--- config.mk ---
export PLATFORM = sky130hd
export DESIGN_NAME = clipped_line_rasterizer
export DESIGN_NICKNAME = d
export VERILOG_FILES = /design/src/clr_pkg.sv /design/src/clipped_line_rasterizer.sv /design/src/clr_clip_test.sv
export SDC_FILE = /design/constraint.sdc
export NUM_CORES = 1
export LEC_CHECK = 0
export BUFFER_PORTS_ARGS = -buffer_cell sky130_fd_sc_hd__buf_2
export CAP_MARGIN = 20
export CORE_ASPECT_RATIO = 1.4
export CORE_UTILIZATION = 35
export CTS_CLUSTER_DIAMETER = 200
export DETAILED_ROUTE_END_ITERATION = 6
export GPL_TIMING_DRIVEN = 0
export MAX_ROUTING_LAYER = met4
export PLACE_DENSITY = 0.53
export SLEW_MARGIN = 20
export SYNTH_ARGS = -nofsm -noshare
export SYNTH_HDL_FRONTEND = slang
export SYNTH_SLANG_ARGS = --single-unit
--- constraint.sdc ---
create_clock -name i_clk -period 12.59 [get_ports i_clk]
set_input_delay 2.518 -clock i_clk [delete_from_list [all_inputs] [get_ports i_clk]]
set_output_delay 2.518 -clock i_clk [all_outputs]
set_load 0.05 [all_outputs]
--- src/clr_pkg.sv ---
// ----------------------------------------------------------------------------
// clr_pkg
// Shared types and constants of the clipped line rasterizer: opcodes,
// configuration register indexes and the color key settings.
// ----------------------------------------------------------------------------
package clr_pkg;

    localparam int COLOR_BITS     = 8;
    localparam int CFG_INDEX_BITS = 3;

    // color index that is never written to the framebuffer
    localparam logic [COLOR_BITS-1:0] COLOR_NEVER_DRAWN = 8'hFF;

    // reset value of the exclusive right and bottom clip edges
    localparam int CLIP_RESET_FAR = 256;

    // minimum signed clip edge width; it holds the far clip reset value
    localparam int CLIP_MIN_BITS = 10;

    typedef enum logic {
        OP_LOAD = 1'b0,
        OP_STEP = 1'b1
    } t_opcode;

    typedef enum logic [CFG_INDEX_BITS-1:0] {
        CFG_CLIP_LEFT   = 3'd0,
        CFG_CLIP_TOP    = 3'd1,
        CFG_CLIP_RIGHT  = 3'd2,
        CFG_CLIP_BOTTOM = 3'd3,
        CFG_KEY_ENABLE  = 3'd4,
        CFG_KEY_VALUE   = 3'd5
    } t_cfg_idx;

    typedef struct packed {
        logic                  en;
        logic [COLOR_BITS-1:0] value;
    } t_key_cfg;

endpackage

--- src/clipped_line_rasterizer.sv ---
// path: input register holds the request, output register holds its point
// throughput: one request per cycle while points are taken; the Bresenham
//   state loop closes in the single logic stage between the in/out registers
// reset: synchronous active low; no line running, clip 0..256 in x and y,
//   color key off, input and output registers empty
// ----------------------------------------------------------------------------
// clipped_line_rasterizer
// Integer Bresenham line stepper. A load request latches the endpoints and
// color and emits the start point; each step request emits the next point
// until the end point has gone out. Each point carries a drawn flag.
// ----------------------------------------------------------------------------
module clipped_line_rasterizer
    import clr_pkg::*;
#(
    parameter int COORD_BITS = 12
) (
    input  logic                          i_clk,
    input  logic                          i_rst_n,
    // configuration writes
    input  logic                          i_cfg_we,
    input  logic [CFG_INDEX_BITS-1:0]     i_cfg_index,
    input  logic [COORD_BITS-1:0]         i_cfg_data,
    // request channel
    input  logic                          i_in_valid,
    output logic                          o_in_ready,
    input  logic                          i_opcode,
    input  logic signed [COORD_BITS-1:0]  i_x_start,
    input  logic signed [COORD_BITS-1:0]  i_y_start,
    input  logic signed [COORD_BITS-1:0]  i_x_end,
    input  logic signed [COORD_BITS-1:0]  i_y_end,
    input  logic [COLOR_BITS-1:0]         i_color_in,
    // point channel
    output logic                          o_out_valid,
    input  logic                          i_out_ready,
    output logic signed [COORD_BITS-1:0]  o_px,
    output logic signed [COORD_BITS-1:0]  o_py,
    output logic [COLOR_BITS-1:0]         o_color_out,
    output logic                          o_drawn,
    output logic                          o_last
);

    // differences and step sizes need one more bit than a coordinate,
    // the error term three more, and twice the error term four more
    localparam int DW = COORD_BITS + 1;
    localparam int EW = COORD_BITS + 3;
    // clip edges must hold the far reset value even for narrow coordinates
    localparam int CW = (COORD_BITS < CLIP_MIN_BITS) ? CLIP_MIN_BITS : COORD_BITS;

    // ------------------------------------------------------------------
    // configuration registers
    // ------------------------------------------------------------------
    logic signed [CW-1:0] r_clip_left;
    logic signed [CW-1:0] r_clip_top;
    logic signed [CW-1:0] r_clip_right;
    logic signed [CW-1:0] r_clip_bottom;
    t_key_cfg             r_key;

    always_ff @(posedge i_clk) begin
        if (!i_rst_n) begin
            r_clip_left   <= '0;
            r_clip_top    <= '0;
            r_clip_right  <= CW'(CLIP_RESET_FAR);
            r_clip_bottom <= CW'(CLIP_RESET_FAR);
            r_key         <= '0;
        end else if (i_cfg_we) begin
            // clip edges are sign-extended from the coordinate width
            case (t_cfg_idx'(i_cfg_index))
                CFG_CLIP_LEFT:   r_clip_left   <= CW'($signed(i_cfg_data));
                CFG_CLIP_TOP:    r_clip_top    <= CW'($signed(i_cfg_data));
                CFG_CLIP_RIGHT:  r_clip_right  <= CW'($signed(i_cfg_data));
                CFG_CLIP_BOTTOM: r_clip_bottom <= CW'($signed(i_cfg_data));
                CFG_KEY_ENABLE:  r_key.en      <= i_cfg_data[0];
                CFG_KEY_VALUE:   r_key.value   <= i_cfg_data[COLOR_BITS-1:0];
                default: begin
                    // unused index, write dropped
                end
            endcase
        end
    end

    // ------------------------------------------------------------------
    // input register: request fields plus the endpoint differences
    // ------------------------------------------------------------------
    logic                  r_in_vld;
    t_opcode               r_in_op;
    logic signed [DW-1:0]  r_in_xs;
    logic signed [DW-1:0]  r_in_ys;
    logic signed [DW-1:0]  r_in_xe;
    logic signed [DW-1:0]  r_in_ye;
    logic signed [DW-1:0]  r_in_dx;
    logic signed [DW-1:0]  r_in_dy;
    logic [COLOR_BITS-1:0] r_in_color;

    logic out_free;
    logic fire;

    // output slot frees when empty or when its point is taken this cycle
    assign out_free   = !o_out_valid || i_out_ready;
    assign fire       = r_in_vld && out_free;
    assign o_in_ready = !r_in_vld || out_free;

    always_ff @(posedge i_clk) begin
        if (!i_rst_n) begin
            r_in_vld <= 1'b0;
        end else if (o_in_ready) begin
            r_in_vld <= i_in_valid;
        end
    end

    always_ff @(posedge i_clk) begin
        if (i_in_valid && o_in_ready) begin
            r_in_op    <= t_opcode'(i_opcode);
            r_in_xs    <= DW'(i_x_start);
            r_in_ys    <= DW'(i_y_start);
            r_in_xe    <= DW'(i_x_end);
            r_in_ye    <= DW'(i_y_end);
            r_in_dx    <= DW'(i_x_end) - DW'(i_x_start);
            r_in_dy    <= DW'(i_y_end) - DW'(i_y_start);
            r_in_color <= i_color_in;
        end
    end

    // ------------------------------------------------------------------
    // line state
    // ------------------------------------------------------------------
    logic signed [COORD_BITS-1:0] r_cur_x;
    logic signed [COORD_BITS-1:0] r_cur_y;
    logic signed [COORD_BITS-1:0] r_end_x;
    logic signed [COORD_BITS-1:0] r_end_y;
    logic signed [DW-1:0]         r_abs_dx;
    logic signed [DW-1:0]         r_neg_abs_dy;
    logic                         r_step_x_neg;
    logic                         r_step_y_neg;
    logic signed [EW-1:0]         r_err;
    logic [COLOR_BITS-1:0]        r_color;
    logic                         r_active;

    // ------------------------------------------------------------------
    // single logic stage: pick loaded or running line, emit, advance
    // ------------------------------------------------------------------
    logic                         is_load;
    logic                         has_result;
    logic signed [COORD_BITS-1:0] cx;
    logic signed [COORD_BITS-1:0] cy;
    logic signed [COORD_BITS-1:0] ex;
    logic signed [COORD_BITS-1:0] ey;
    logic signed [DW-1:0]         ax;
    logic signed [DW-1:0]         nay;
    logic                         sxn;
    logic                         syn;
    logic signed [EW-1:0]         err;
    logic [COLOR_BITS-1:0]        color;
    logic                         is_last;
    logic signed [EW:0]           e2;
    logic                         move_x;
    logic                         move_y;
    logic signed [EW-1:0]         n_err;
    logic signed [COORD_BITS-1:0] n_cur_x;
    logic signed [COORD_BITS-1:0] n_cur_y;
    logic                         drawn;

    assign is_load    = (r_in_op == OP_LOAD);
    assign has_result = is_load || r_active;

    always_comb begin
        if (is_load) begin
            cx    = r_in_xs[COORD_BITS-1:0];
            cy    = r_in_ys[COORD_BITS-1:0];
            ex    = r_in_xe[COORD_BITS-1:0];
            ey    = r_in_ye[COORD_BITS-1:0];
            ax    = r_in_dx[DW-1] ? -r_in_dx : r_in_dx;
            nay   = r_in_dy[DW-1] ? r_in_dy : -r_in_dy;
            // step goes negative unless the end lies strictly ahead
            sxn   = r_in_dx[DW-1] || (r_in_dx == '0);
            syn   = r_in_dy[DW-1] || (r_in_dy == '0);
            err   = EW'(ax) + EW'(nay);
            color = r_in_color;
        end else begin
            cx    = r_cur_x;
            cy    = r_cur_y;
            ex    = r_end_x;
            ey    = r_end_y;
            ax    = r_abs_dx;
            nay   = r_neg_abs_dy;
            sxn   = r_step_x_neg;
            syn   = r_step_y_neg;
            err   = r_err;
            color = r_color;
        end
    end

    assign is_last = (cx == ex) && (cy == ey);
    assign e2      = $signed({err, 1'b0});
    assign move_x  = (e2 >= (EW + 1)'(nay));
    assign move_y  = (e2 <= (EW + 1)'(ax));
    assign n_err   = err + (move_x ? EW'(nay) : EW'(0)) + (move_y ? EW'(ax) : EW'(0));
    assign n_cur_x = move_x ? (sxn ? cx - 1'b1 : cx + 1'b1) : cx;
    assign n_cur_y = move_y ? (syn ? cy - 1'b1 : cy + 1'b1) : cy;

    clr_clip_test #(
        .COORD_BITS (COORD_BITS),
        .CLIP_BITS  (CW)
    ) u_clip (
        .i_x           (cx),
        .i_y           (cy),
        .i_color       (color),
        .i_clip_left   (r_clip_left),
        .i_clip_top    (r_clip_top),
        .i_clip_right  (r_clip_right),
        .i_clip_bottom (r_clip_bottom),
        .i_key         (r_key),
        .o_drawn       (drawn)
    );

    // state follows every request that emits a point; the end point leaves
    // position and error as they are and closes the line
    always_ff @(posedge i_clk) begin
        if (!i_rst_n) begin
            r_cur_x      <= '0;
            r_cur_y      <= '0;
            r_end_x      <= '0;
            r_end_y      <= '0;
            r_abs_dx     <= '0;
            r_neg_abs_dy <= '0;
            r_step_x_neg <= 1'b0;
            r_step_y_neg <= 1'b0;
            r_err        <= '0;
            r_color      <= '0;
            r_active     <= 1'b0;
        end else if (fire && has_result) begin
            r_end_x      <= ex;
            r_end_y      <= ey;
            r_abs_dx     <= ax;
            r_neg_abs_dy <= nay;
            r_step_x_neg <= sxn;
            r_step_y_neg <= syn;
            r_color      <= color;
            r_active     <= !is_last;
            if (is_last) begin
                r_cur_x <= cx;
                r_cur_y <= cy;
                r_err   <= err;
            end else begin
                r_cur_x <= n_cur_x;
                r_cur_y <= n_cur_y;
                r_err   <= n_err;
            end
        end
    end

    // ------------------------------------------------------------------
    // output register
    // ------------------------------------------------------------------
    logic r_out_vld;

    always_ff @(posedge i_clk) begin
        if (!i_rst_n) begin
            r_out_vld <= 1'b0;
        end else if (out_free) begin
            r_out_vld <= r_in_vld && has_result;
        end
    end

    always_ff @(posedge i_clk) begin
        if (fire && has_result) begin
            o_px        <= cx;
            o_py        <= cy;
            o_color_out <= color;
            o_drawn     <= drawn;
            o_last      <= is_last;
        end
    end

    assign o_out_valid = r_out_vld;

    // ------------------------------------------------------------------
    // checks
    // ------------------------------------------------------------------
    a_last_ends_line: assert property (@(posedge i_clk) disable iff (!i_rst_n)
        (fire && has_result && is_last) |=> !r_active)
        else $error("line still running after its end point");

    a_load_emits: assert property (@(posedge i_clk) disable iff (!i_rst_n)
        (fire && is_load) |=> o_out_valid)
        else $error("load request gave no point");

    a_idle_step_silent: assert property (@(posedge i_clk) disable iff (!i_rst_n)
        (fire && !is_load && !r_active) |=> !o_out_valid)
        else $error("step without a running line gave a point");

    a_step_moves: assert property (@(posedge i_clk) disable iff (!i_rst_n)
        (fire && has_result && !is_last) |=>
            ((r_cur_x != $past(cx)) || (r_cur_y != $past(cy))))
        else $error("line position did not advance");

endmodule

--- src/clr_clip_test.sv ---
// ----------------------------------------------------------------------------
// clr_clip_test
// Drawn flag of one point: half-open clip rectangle, color key and the
// never-drawn color.
// ----------------------------------------------------------------------------
module clr_clip_test
    import clr_pkg::*;
#(
    parameter int COORD_BITS = 12,
    parameter int CLIP_BITS  = 12
) (
    input  logic signed [COORD_BITS-1:0] i_x,
    input  logic signed [COORD_BITS-1:0] i_y,
    input  logic [COLOR_BITS-1:0]        i_color,
    input  logic signed [CLIP_BITS-1:0]  i_clip_left,
    input  logic signed [CLIP_BITS-1:0]  i_clip_top,
    input  logic signed [CLIP_BITS-1:0]  i_clip_right,
    input  logic signed [CLIP_BITS-1:0]  i_clip_bottom,
    input  t_key_cfg                     i_key,
    output logic                         o_drawn
);

    logic signed [CLIP_BITS-1:0] xw;
    logic signed [CLIP_BITS-1:0] yw;
    logic                        in_clip;
    logic                        keyed;

    assign xw = CLIP_BITS'(i_x);
    assign yw = CLIP_BITS'(i_y);

    assign in_clip = (xw >= i_clip_left) && (xw < i_clip_right) &&
                     (yw >= i_clip_top)  && (yw < i_clip_bottom);
    assign keyed   = i_key.en && (i_key.value == i_color);

    assign o_drawn = in_clip && !keyed && (i_color != COLOR_NEVER_DRAWN);

endmodule
# [Yosys cells after proc, flatten, opt, wreduce, memory -nomap -nowiden]
# Cells that the tools add are included.
# Widths: inputs -> output; s select.
[classes] addsub=11 mul=0 div_mod_pow=0 order_cmp=6 eq_ne=9 n_shift=0 n_mux=21 n_bitwise=1 reduce_logical=29
[ops] cell="$mux 12" n=10
[ops] cell="$mux 15" n=4
[ops] cell="$mux 13" n=4
[ops] cell="$add 15x15->15" n=2
[ops] cell="$logic_not 13->1" n=2
[ops] cell="$neg 13->13" n=2
[ops] cell="$sub 12x12->13" n=2
[ops] cell="$add 12x1->12 const B" n=2
[ops] cell="$eq 12x12->1" n=2
[ops] cell="$ge 12x12->1" n=2
[ops] cell="$lt 12x12->1" n=2
[ops] cell="$sub 12x1->12 const B" n=2
[ops] cell="$ge 16x13->1" n=1
[ops] cell="$le 16x13->1" n=1
[ops] cell="$add 13x13->14" n=1
[ops] cell="$reduce_and 2->1" n=6
[ops] cell="$logic_and 1x1->1" n=11
[ops] cell="$eq 8x8->1" n=1
[ops] cell="$mux 8" n=1
[ops] cell="$ne 8x8->1 const B" n=1
[ops] cell="$eq 3x2->1 const B" n=2
[ops] cell="$eq 3x3->1 const B" n=2
[ops] cell="$logic_or 1x1->1" n=5
[ops] cell="$logic_not 1->1" n=4
[ops] cell="other kinds (4)" n=5
[word_totals] reg_bits=276 latchBits=0 ramBits=0 romBits=0 input_bits=77 out_inout_bits=36 elab_cells=109 mem_count=0

# [Longest topological paths before layout]
[depth] depth_word=9 ltp_mapped=36 depth_no_buf=35

# [Cells and area by module]
# From an unflattened synthesis, not the netlist that was laid out.
[hier_totals] hier_cells=1895 area_unflattened_um2=17001.3
[modules_own_cells] mod="clipped_line_rasterizer" instances=1 cells_each=1722 area_each_um2=15711.3 seq_area_each_um2=6696.4
[modules_own_cells] mod="clr_clip_test" instances=1 cells_each=173 area_each_um2=1290.0 seq_area_each_um2=0.0

# [Worst setup path before layout]
# No wires, ideal clock.
[synth_timing] kind="register to register" start="register r_in_dy[12]" end="register r_err[13]" setup_ps=126 arrival_ps=6995 required_ps=12464 setup_slack_ps=5469 path_stages_with_launch=32 n_path_buf=2 synth_period_minus_slack_ps=7121 cell_sequence="edfxtp_1 > clkbuf_1 > mux2_2 > fa_1 > a21o_1 > a21oi_1 > o21ai_0 > a31oi_2 > nor3_1 > nor2_1 > xor2_1 > o21ai_0 > ha_1 > nand4_1 > nor4_1 > a41oi_1 > nand2_1 > clkbuf_1 > nand2b_1 > fa_1 > inv_1 > ha_1 > fa_1 > a21o_1 > a21oi_1 > o21bai_1 > a21oi_1 > o21ba_2 > o2111ai_1 > a2111oi_0 > a31o_2 > a211oi_2"
[synth_between] elab_chain_cells=9 word_cells_on_any_way=12 classes_between="add/sub (4); order compare (2); mux (6)"
[synth_lines] item="start, declared" line="clipped_line_rasterizer.sv:91" text="logic signed [DW-1:0] r_in_dy;"
[synth_lines] item="start signal, assigned" line="clipped_line_rasterizer.sv:118" text="r_in_dy <= DW'(i_y_end) - DW'(i_y_start);"
[synth_lines] item="$neg 13->13" line="clipped_line_rasterizer.sv:172" text="nay = r_in_dy[DW-1] ? r_in_dy : -r_in_dy;"
[synth_lines] item="$mux 13 (*)" line="clipped_line_rasterizer.sv:172"
[synth_lines] item="$add 13x13->14" line="clipped_line_rasterizer.sv:176" text="err = EW'(ax) + EW'(nay);"
[synth_lines] item="$mux 15" line="clipped_line_rasterizer.sv:166" text="if (is_load) begin"
[synth_lines] item="$ge 16x13->1" line="clipped_line_rasterizer.sv:194" text="assign move_x = (e2 >= (EW + 1)'(nay));"
[synth_lines] item="$mux 15" line="clipped_line_rasterizer.sv:196" text="assign n_err = err + (move_x ? EW'(nay) : EW'(0)) + (move_y ? EW'(ax) : EW'(0));"
[synth_lines] item="$add 15x15->15 (2 in a row)" line="clipped_line_rasterizer.sv:196"
[synth_lines] item="$mux 15 (*)" line="clipped_line_rasterizer.sv:239" text="if (is_last) begin"
[synth_lines] item="end signal, assigned" line="clipped_line_rasterizer.sv:242" text="r_err <= err;"
[synth_lines] item="end signal, assigned" line="clipped_line_rasterizer.sv:246" text="r_err <= n_err;"
[synth_lines] item="end, declared" line="clipped_line_rasterizer.sv:134" text="logic signed [EW-1:0] r_err;"
# Every way passes the cells marked *; elsewhere a longest branch is shown, timed or not.
# A chain may end at the register's enable or synchronous reset.

# [Worst setup path in the final report]
[layout_timing] start="register r_in_dy[2]" end="register r_err[13]"
# The elaborated chain is that of the path after synthesis.

==> impl_metrics.csv <==
group,metric,value,unit
clocking,post_cts_buffers,0,
detailed_routing,viasPerCell,5.183,
timing,tightest_slew,923.7,ps
floorplan,die_w,188.7,um
finish,final_util,40.17,%
finish,multi_input_area,0.009453,mm2
timing,rsz0062_at_grt,"false",
power,intPower,1.891,mW
clocking,clockBufferDepth,3,
setup_path,crit_family,"compound AO/OA/AOI/OAI gates",
timing,holdWs,453.8,ps
power,combPwrFrac,38.9,%
setup_path,worstSetupStartpoint,"r_in_dy[2]",
power,p_per_area,156.2,mW/mm2
yosys,syn_nets,2147,
timing,min_period,8807,ps
detailed_routing,dr.first_iter.drc_count,724,
status,status,"complete, no violations",
setup_path,max_stage_delay,540,ps
finish,final_cell_mix,"nand2_1 (290), a21oi_1 (180), inv_1 (173), dfxtp_1 (159), ha_1 (148)",
detailed_routing,ant_nets,0,
yosys,synth.distinct_cells,85,
finish,antenna_cells,0,
finish,final_common_cell,"nand2_1",
clocking,clk_pin_slew,60,ps
finish,num-nets-final,2290,
yosys,avgSynthCellArea,8.983,um2
yosys,syn_area,0.01709,mm2
yosys,ys_seq_elements,276,
setup_path,critPathMaxFanout,10,
setup_path,path_buf_inv,3,
detailed_routing,routed-via-count,13980,
place,dpl_cell_area,0.01847,mm2
setup_path,critPathCaptureType,"flop",
clocking,ctsResizeCount,0,
min_path,worstHoldStart,"r_abs_dx[5]",
global_route,grt_pass1_vias,13810,
floorplan,initial_core_util,35.49,%
min_path,hold_class,"flop to flop",
floorplan,die_h,263.4,um
detailed_routing,wire_per_inst,19.38,um
setup_path,slowest_stage,"nor4_2",
power,switching_power,1.130,mW
detailed_routing,firstDrtPassIters,5,
clocking,clock_latency,560,ps
global_route,grt_pass1_wl,79320,um
setup_path,rr_startpoint,"r_in_dy[2]",
clocking,numCtsBuffers,29,
yosys,async_flop_share,0,%
timing,hold_viol,0,
yosys,yosysSeqAreaShare,39.19,%
global_route,grt_usage,21.43,%
power,seqPwrFrac,34.2,%
floorplan,num_io_pins,113,
setup_path,crit_cells,31,
finish,drive_gt1_share,11.47,%
finish,seqCellArea,0.006696,mm2
yosys,yosys_warnings,0,
setup_path,reg2reg_depth,31,
timing,final.setup.tns,0,ps
setup_path,start_kind,"flop",
yosys,syn_inst,1902,
clocking,htree_levels,1,
place,io_buffers,110,
detailed_routing,wirelength,52270,um
setup_path,crit_required,13030,ps
power,swShare,37.40,%
setup_path,setup.worst_path.end,"r_err[13]",
floorplan,die-area,0.04972,mm2
power,power.total,3.021,mW
clocking,clock-root-buffer,"clkbuf_16",
timing,slew_headroom,37.77,%
detailed_routing,drc,0,
global_route,overflow,0,
setup_path,critPathArrivalTime,9250,ps
clocking,cts_hold_buf,0,
finish,nFillCells,4881,
place,gp_congestion,0.9019,
flow_run,cap_viol_max_count,0,
setup_path,r2r_end,"r_err[13]",
clocking,cts_tree,"built",
finish,area_growth,13.17,%
timing,skew,12.59,ps
timing,drv_slew,0,
floorplan,rows,95,
global_route,grt_max_degree,52,
setup_path,path_class,"flop to flop",
global_route,antenna_found_initial,0,
setup_path,rrSetupSlack,3780,ps
timing,clock.fmax,113.5,MHz
timing,finalSetupViolations,0,
power,clock_power_share,26.9,%
finish,final_cell_area,0.01934,mm2
timing,fin_crit_sh,69.95,%
yosys,synth_enable_flop_cells,117,
power,ir_worst_vdd,83.78,uV
place,dp_hpwl,42250,um
yosys,ys.flop_type,"dfxtp_1",
clocking,numClockSinks,276,
power,leakage,7.868,nW
floorplan,core,0.04814,mm2
[cell families (layout without fill, tap and decap cells)]
family	count (synthesis)	after routing	share of synthesized area, %
AND/OR/NAND/NOR	589	589	15.43
AO/OA/AOI/OAI	426	426	15.57
flip-flops	276	276	39.19
buffers and inverters	247	412	5.521
adder cells (fa/ha/maj)	168	168	13.18
XOR/XNOR	118	118	6.217
multiplexers	78	78	4.892
[power groups by stage]
stage / registers [mW] / logic [mW] / clock network, mW
after global routing: 1.04 / 1.31 / 0.863
final: 1.03 / 1.17 / 0.814
after CTS: 1.03 / 1.18 / 0.830
after floorplan: 1.05 / 0.847 / 0
after detailed placement: 1.05 / 1.16 / 0
after global placement: 1.05 / 1.15 / 0
[registers in the layout, indices dropped and copies added (netlist names), 13 cells and up]
register	count
r_in_dx	13
r_abs_dx	13
r_err	15
r_neg_abs_dy	13
r_in_dy	13
[routing by layer]
layer  wire (um)  vias to the layer above  track usage (%)
met5           0                        -                -
met1       20880                     6638            23.71
li1            -                     6909                -
met4        2008                        0            8.130
met2       27570                      320            39.50
met3        1818                      111            1.706
[layout make-up]
class                           instances  area share, %
Buffer                                 68          1.423
Clock inverter                         15         0.5565
Multi-Input combinational cell       1379          48.88
Inverter                              179          3.475
Tap cell                              630          4.076
Timing Repair Buffer                  112          3.028
Clock buffer                           38          3.928
Sequential cell                       276          34.63
[cell usage after synthesis (5+ instances only)]
| library cell | n | area, um2 |
|---|---|---|
| edfxtp_1 | 117 | 3513 |
| or3_1 | 6 | 37.54 |
| nand3_1 | 14 | 70.07 |
| mux2_2 | 41 | 461.7 |
| xnor2_1 | 61 | 534.3 |
| o41ai_1 | 7 | 61.31 |
| nor2_1 | 139 | 521.8 |
| ha_1 | 148 | 1852 |
| nor4_1 | 15 | 93.84 |
| nor3_1 | 35 | 175.2 |
| xor2_1 | 54 | 473.0 |
| clkbuf_1 | 53 | 198.9 |
| inv_2 | 6 | 22.52 |
| fa_1 | 20 | 400.4 |
| buf_1 | 7 | 26.28 |
| and2_1 | 8 | 50.05 |
| mux2i_1 | 34 | 340.3 |
| a31oi_1 | 12 | 75.07 |
| o21a_1 | 9 | 67.56 |
| dfxtp_1 | 159 | 3183 |
| a21o_1 | 20 | 150.1 |
| nand2_1 | 290 | 1089 |
| a21oi_1 | 180 | 900.9 |
| a211oi_1 | 35 | 262.8 |
| o21ai_0 | 73 | 365.4 |
| nand2b_1 | 21 | 131.4 |
| o211ai_1 | 9 | 67.56 |
| nor3b_1 | 5 | 37.54 |
| nor2b_1 | 15 | 93.84 |
| and3_1 | 6 | 37.54 |
| o31ai_1 | 8 | 60.06 |
| a211o_1 | 6 | 52.55 |
| inv_1 | 173 | 649.4 |
| buf_2 | 7 | 35.03 |
| o21bai_1 | 8 | 60.06 |
| o21ai_1 | 6 | 30.03 |
| a21boi_0 | 10 | 75.07 |
| nand4_1 | 15 | 93.84 |
[worst min-delay path by stage]
stage	endpoint	slack, ps	cells past startpoint
global route	r_clip_bottom[0]	470	2
detailed placement	r_neg_abs_dy[8]	440	2
global placement	r_abs_dx[8]	440	2
finish	r_abs_dx[5]	450	2
CTS	r_neg_abs_dy[8]	450	2
floorplan	r_err[1]	430	2
[worst register-to-register path: cells and delay by family (launching register included)]
family / cells / cell delay, ps
flops: 1 / 470
xor+xnor: 1 / 400
fa+ha+maj: 5 / 1710
compound gates: 14 / 3210
simple gates: 8 / 2230
buf+inv: 3 / 680
[per-stage QoR]
step	setup slack (ps)	instances
floorplan	5469	1902
global placement	3978	2642
detailed placement	3947	2644
CTS	3887	2697
global route	3178	2697
finish	3783	2697
(Power assumes the default switching activity.)
